`src/hdl/bcoef_pkg.sv`:
```
// Shared types and constants for the binomial coefficient engine.
// No dependencies; every other file refers to it by scoped names.
package bcoef_pkg;

   localparam int MAX_N     = 63;
   localparam int ROW_DEPTH = MAX_N + 1;
   localparam int IDX_W     = $clog2(ROW_DEPTH);
   localparam int FIELD_W   = 6;
   localparam int VALUE_W   = 64;
   localparam int COEF_W    = 60;

   typedef logic [FIELD_W-1:0] field_type;
   typedef logic [VALUE_W-1:0] value_type;
   typedef logic [COEF_W-1:0]  coef_type;
   typedef logic [IDX_W-1:0]   idx_type;
   typedef logic [ROW_DEPTH-1:0] mask_type;

   // Broadcast from the sequencer to every cell of the row.
   typedef struct packed {
      logic clear;   // load seed value (start of a beat)
      logic step;    // one Pascal row update this cycle
   } cell_ctrl_type;

   typedef logic [1:0] state_type;
   localparam state_type ST_IDLE   = 2'd0;
   localparam state_type ST_RUN    = 2'd1;
   localparam state_type ST_FINISH = 2'd2;

endpackage

```
`src/hdl/bcoef_cell.sv`:
```
// One entry of the Pascal row: holds its value and adds its left neighbor on a step when selected.
// Depends on bcoef_pkg.
module bcoef_cell (
   input  logic                    clock,
   input  bcoef_pkg::cell_ctrl_type ctrl,
   input  logic                    seed,
   input  logic                    sel,
   input  bcoef_pkg::value_type    left_value,
   output bcoef_pkg::value_type    value
);

   bcoef_pkg::value_type value_ff;
   bcoef_pkg::value_type value_in;

   always_comb begin
      value_in = value_ff;
      priority if (ctrl.clear) begin
         value_in = {{(bcoef_pkg::VALUE_W-1){1'b0}}, seed};
      end else if (ctrl.step && sel) begin
         value_in = value_ff + left_value;
      end
   end

   always_ff @(posedge clock) begin
      value_ff <= value_in;
   end

   assign value = value_ff;

endmodule

```
`config.mk`:
```
export PLATFORM = sky130hd
export DESIGN_NAME = bcoef_cell
export DESIGN_NICKNAME = d
export VERILOG_FILES = /design/src/hdl/bcoef_pkg.sv /design/src/hdl/bcoef_cell.sv
export SDC_FILE = /design/constraint.sdc
export NUM_CORES = 1
export LEC_CHECK = 0
export BUFFER_PORTS_ARGS = -buffer_cell sky130_fd_sc_hd__buf_4
export CAP_MARGIN = 20
export CORE_UTILIZATION = 55
export CTS_CLUSTER_DIAMETER = 100
export DETAILED_ROUTE_END_ITERATION = 7
export PLACE_DENSITY = 0.8
export SYNTH_ARGS = -nofsm -noshare
export SYNTH_HDL_FRONTEND = slang
export SYNTH_SLANG_ARGS = --single-unit
```
`constraint.sdc`:
```
create_clock -name clock -period 3.4 [get_ports clock]
set_input_delay 0.17 -clock clock [delete_from_list [all_inputs] [get_ports clock]]
set_output_delay 0.17 -clock clock [all_outputs]
set_load 0.01 [all_outputs]
```
==> impl_metrics.tcl <==
set metrics [dict create \
    crit_path_end_kind "flip-flop" \
    clock-root-buffer "clkbuf_8" \
    floorplan.rows 37 \
    min-delay-path-class "in2reg" \
    grt_start_max_net_pins 47 \
    first_pass_iters 5 \
    grt_first_pass_wirelength_um 30100 \
    finalClockSkew_ps 8.10 \
    signal_arrival_time_at_the_worst_endpoint_ps 3440 \
    n_fill_cell 916 \
    clock_latency_ps 370 \
    worst_setup_path_startpoint "value[10]$_SDFFE_PP0P_" \
    top_usage_layer "met2" \
    timing.max_slew.rel_slack_pct 30.3 \
    finish.cell_count_without_fillers 1063 \
    cellLeakagePower_uw 0.00335 \
    final.min_clock_period_ps 3190 \
    syn-cell-area_um2 6020 \
    run_status "finished, final reports clean" \
    cap_violations 0 \
    area_growth_syn_to_layout_pct 19.8 \
    die-width_um 107 \
    dpl.hpwl_um 14100 \
    tightestPinTransition_ps 1040 \
    synth_flop_cell "dfxtp_1" \
    pwr_density_cell_nw_per_um2 352 \
    globalRouteMet2Util_pct 53.3 \
    worstPathRequired_ps 3660 \
    met1_usage_pct 45.3 \
    final.setup.tns_ps 0 \
    vias_in_the_first_global_route 6306 \
    netlist_instances 822 \
    synth_async_sr_flop_share_pct 0 \
    holdCritStartpoint "seed" \
    final_non_filler_cell_area_um2 7220 \
    cts-buffers-inserted 9 \
    design.final.nets 1056 \
    die_area_um2 11400 \
    die_outline_height_um 107 \
    global_route.usage.total_pct 33.4 \
    timing.hold.worst_endpoint "value[0]$_DFFE_PP_" \
    io_buffer_count 132 \
    cells_on_worst_reg2reg_path 10 \
    total_gr_overflow 0 \
    finalCritPeriodShare_pct 93.7 \
    cts_sinks 64 \
    ctsHoldBuffers 0 \
    place_area_um2 7040 \
    dr.first_iter.drc_count 551 \
    cts_setup_buffers 0 \
    design_power_total_uw 2540 \
    critical_path.startpoint_type "flip-flop" \
    max_reg_flops 64 \
    unique_masters_post_synth 70 \
    initial_utilization_pct 57.6 \
    synth_fp_nets 955 \
    routed_wire_length_per_instance_um 17.8 \
    number_of_failing_setup_endpoints_in_the_final_timing_report 0 \
    met3_routing_resource_usage_after_global_routing_pct 4.38 \
    clk_pin_slew_ps 70 \
    placed_cells_incl_taps 1048 \
    synth.avg_cell_area_um2 7.33 \
    post_drt_via_cell_ratio 6.30 \
    antenna_cells_inserted 0 \
    regToRegStartpoint "value[10]$_SDFFE_PP0P_" \
    clock_tree_from_tritoncts "built" \
    cts-htree-levels 3 \
    worstPathMaxFanout 6 \
    gp_congestion 0.991 \
    worst-setup-path-type "reg2reg" \
    vdd_drop_max_v 0.000263 \
    maxClockFrequency_ghz 0.314 \
    worst_r2r_endpoint "value[63]$_SDFFE_PP0P_" \
    layout-drive-gt1-share_pct 18.2 \
    postRouteWirelength_um 18900 \
    top_level_ports 133 \
    count_of_vias_placed_by_the_detailed_router 6697 \
    grt_antenna_before_repair 0 \
    timing.final.hold_violations 0 \
    final-max-slew-violation-count 0 \
    rsz0062_at_grt "false" \
    reg2reg_slack_ps 210 \
    timing.hold.worst_path_depth 2 \
    yosysSeqAreaShare_pct 21.4 \
    synth_seq_cells 64 \
    synth-warning-count 0 \
    area_of_the_core_um2 10500 \
    detail-route-antenna-nets 0 \
    post-route-drc-count 0 \
    synth-edff-count 1 \
    largest_buffer_count_on_any_clock_path 2 \
]
[worst max-delay path by stage]
stage	end	slack, ps	depth (start not counted)
6_report	value[63]$_SDFFE_PP0P_	210	10
5_1_grt	value[50]$_SDFFE_PP0P_	40	11
4_1_cts	value[63]$_SDFFE_PP0P_	200	10
3_5_place_dp	value[63]$_SDFFE_PP0P_	260	10
3_3_place_gp	value[63]$_SDFFE_PP0P_	350	10
2_1_floorplan	value[46]$_SDFFE_PP0P_	570	11
[through the flow]
stage / utilization (%) / hold WS, ps / worst slack [ps]
after floorplan: - / 391 / 570
after global placement: 67.2 / 458 / 346
after detailed placement: 67.2 / 465 / 257
after CTS: 68.8 / 93.9 / 199
after global routing: 69.0 / 116 / 37.0
final: 69.0 / 123 / 214
[where the power goes]
part | total [uW] | switching [uW] | internal (uW)
Combinational | 1050 | 608 | 445
Sequential | 870 | 55.7 | 814
Clock | 620 | 317 | 303
Total | 2540 | 982 | 1560
[cells by family (layout without fill, tap and decap cells)]
kind of cell    count (synthesis)  after routing  synth area share [%]
simple gates                  283            283                  22.1
mux                             4              4                 0.706
xor+xnor                       40             40                  5.82
flops                          64             64                  21.4
fa+ha+maj                      64             64                  13.4
buf+inv                        75            180                  5.01
compound gates                292            292                  31.5
[routing by layer]
layer,wire length [um],up-vias
li1,-,3231
met1,8590,3148
met2,8520,287
met3,1350,31
met4,423,0
met5,0,-
[Yosys cell counts, types with 10 or more instances]
| cell | instances | area (um2) |
|---|---|---|
| clkbuf_1 | 35 | 131 |
| or3_1 | 10 | 62.6 |
| a21o_1 | 32 | 240 |
| ha_1 | 63 | 788 |
| nand4_1 | 25 | 156 |
| nand2_1 | 130 | 488 |
| xor2_1 | 20 | 175 |
| nand3_1 | 21 | 105 |
| buf_2 | 10 | 50.1 |
| xnor2_1 | 20 | 175 |
| nor2_1 | 44 | 165 |
| o21ai_0 | 55 | 275 |
| dfxtp_1 | 63 | 1260 |
| a21oi_1 | 107 | 536 |
| inv_1 | 26 | 97.6 |
| o21bai_1 | 13 | 97.6 |
| nor3_1 | 15 | 75.1 |
[timing repair]
action                     CTS  global route
hold endpoints to repair     0             0
resized for setup            0             2
setup endpoints to repair    0             1
[cells in the final DEF (no fill, tap or decap), types with 25 or more instances in the layout]
cell type	instances
a21o_1	32
a21oi_1	106
dfxtp_1	63
nand2_1	130
buf_4	139
nor2_1	43
ha_1	63
nand4_1	25
inv_1	26
o21ai_0	55
[worst max-delay path: stages, from the launching register on]
cell and delay, ps:
dfxtp_1 330, ha_1 380, and2_1 190, a221o_1 380
nand2_1 120, o2111ai_1 230, o21ai_2 410, a21boi_0 220
or2_1 270, o211ai_1 200, mux2_2 360
[final cells by class]
cell class,count,area (um2),share of cell area (%)
timing repair buffer,139,1040,14.5
sequential,64,1290,17.9
inverter,26,97.6,1.35
multi-input combinational,683,4450,61.6
tap,136,170,2.36
clock buffer,15,166,2.31
(Power assumes the default switching activity.)
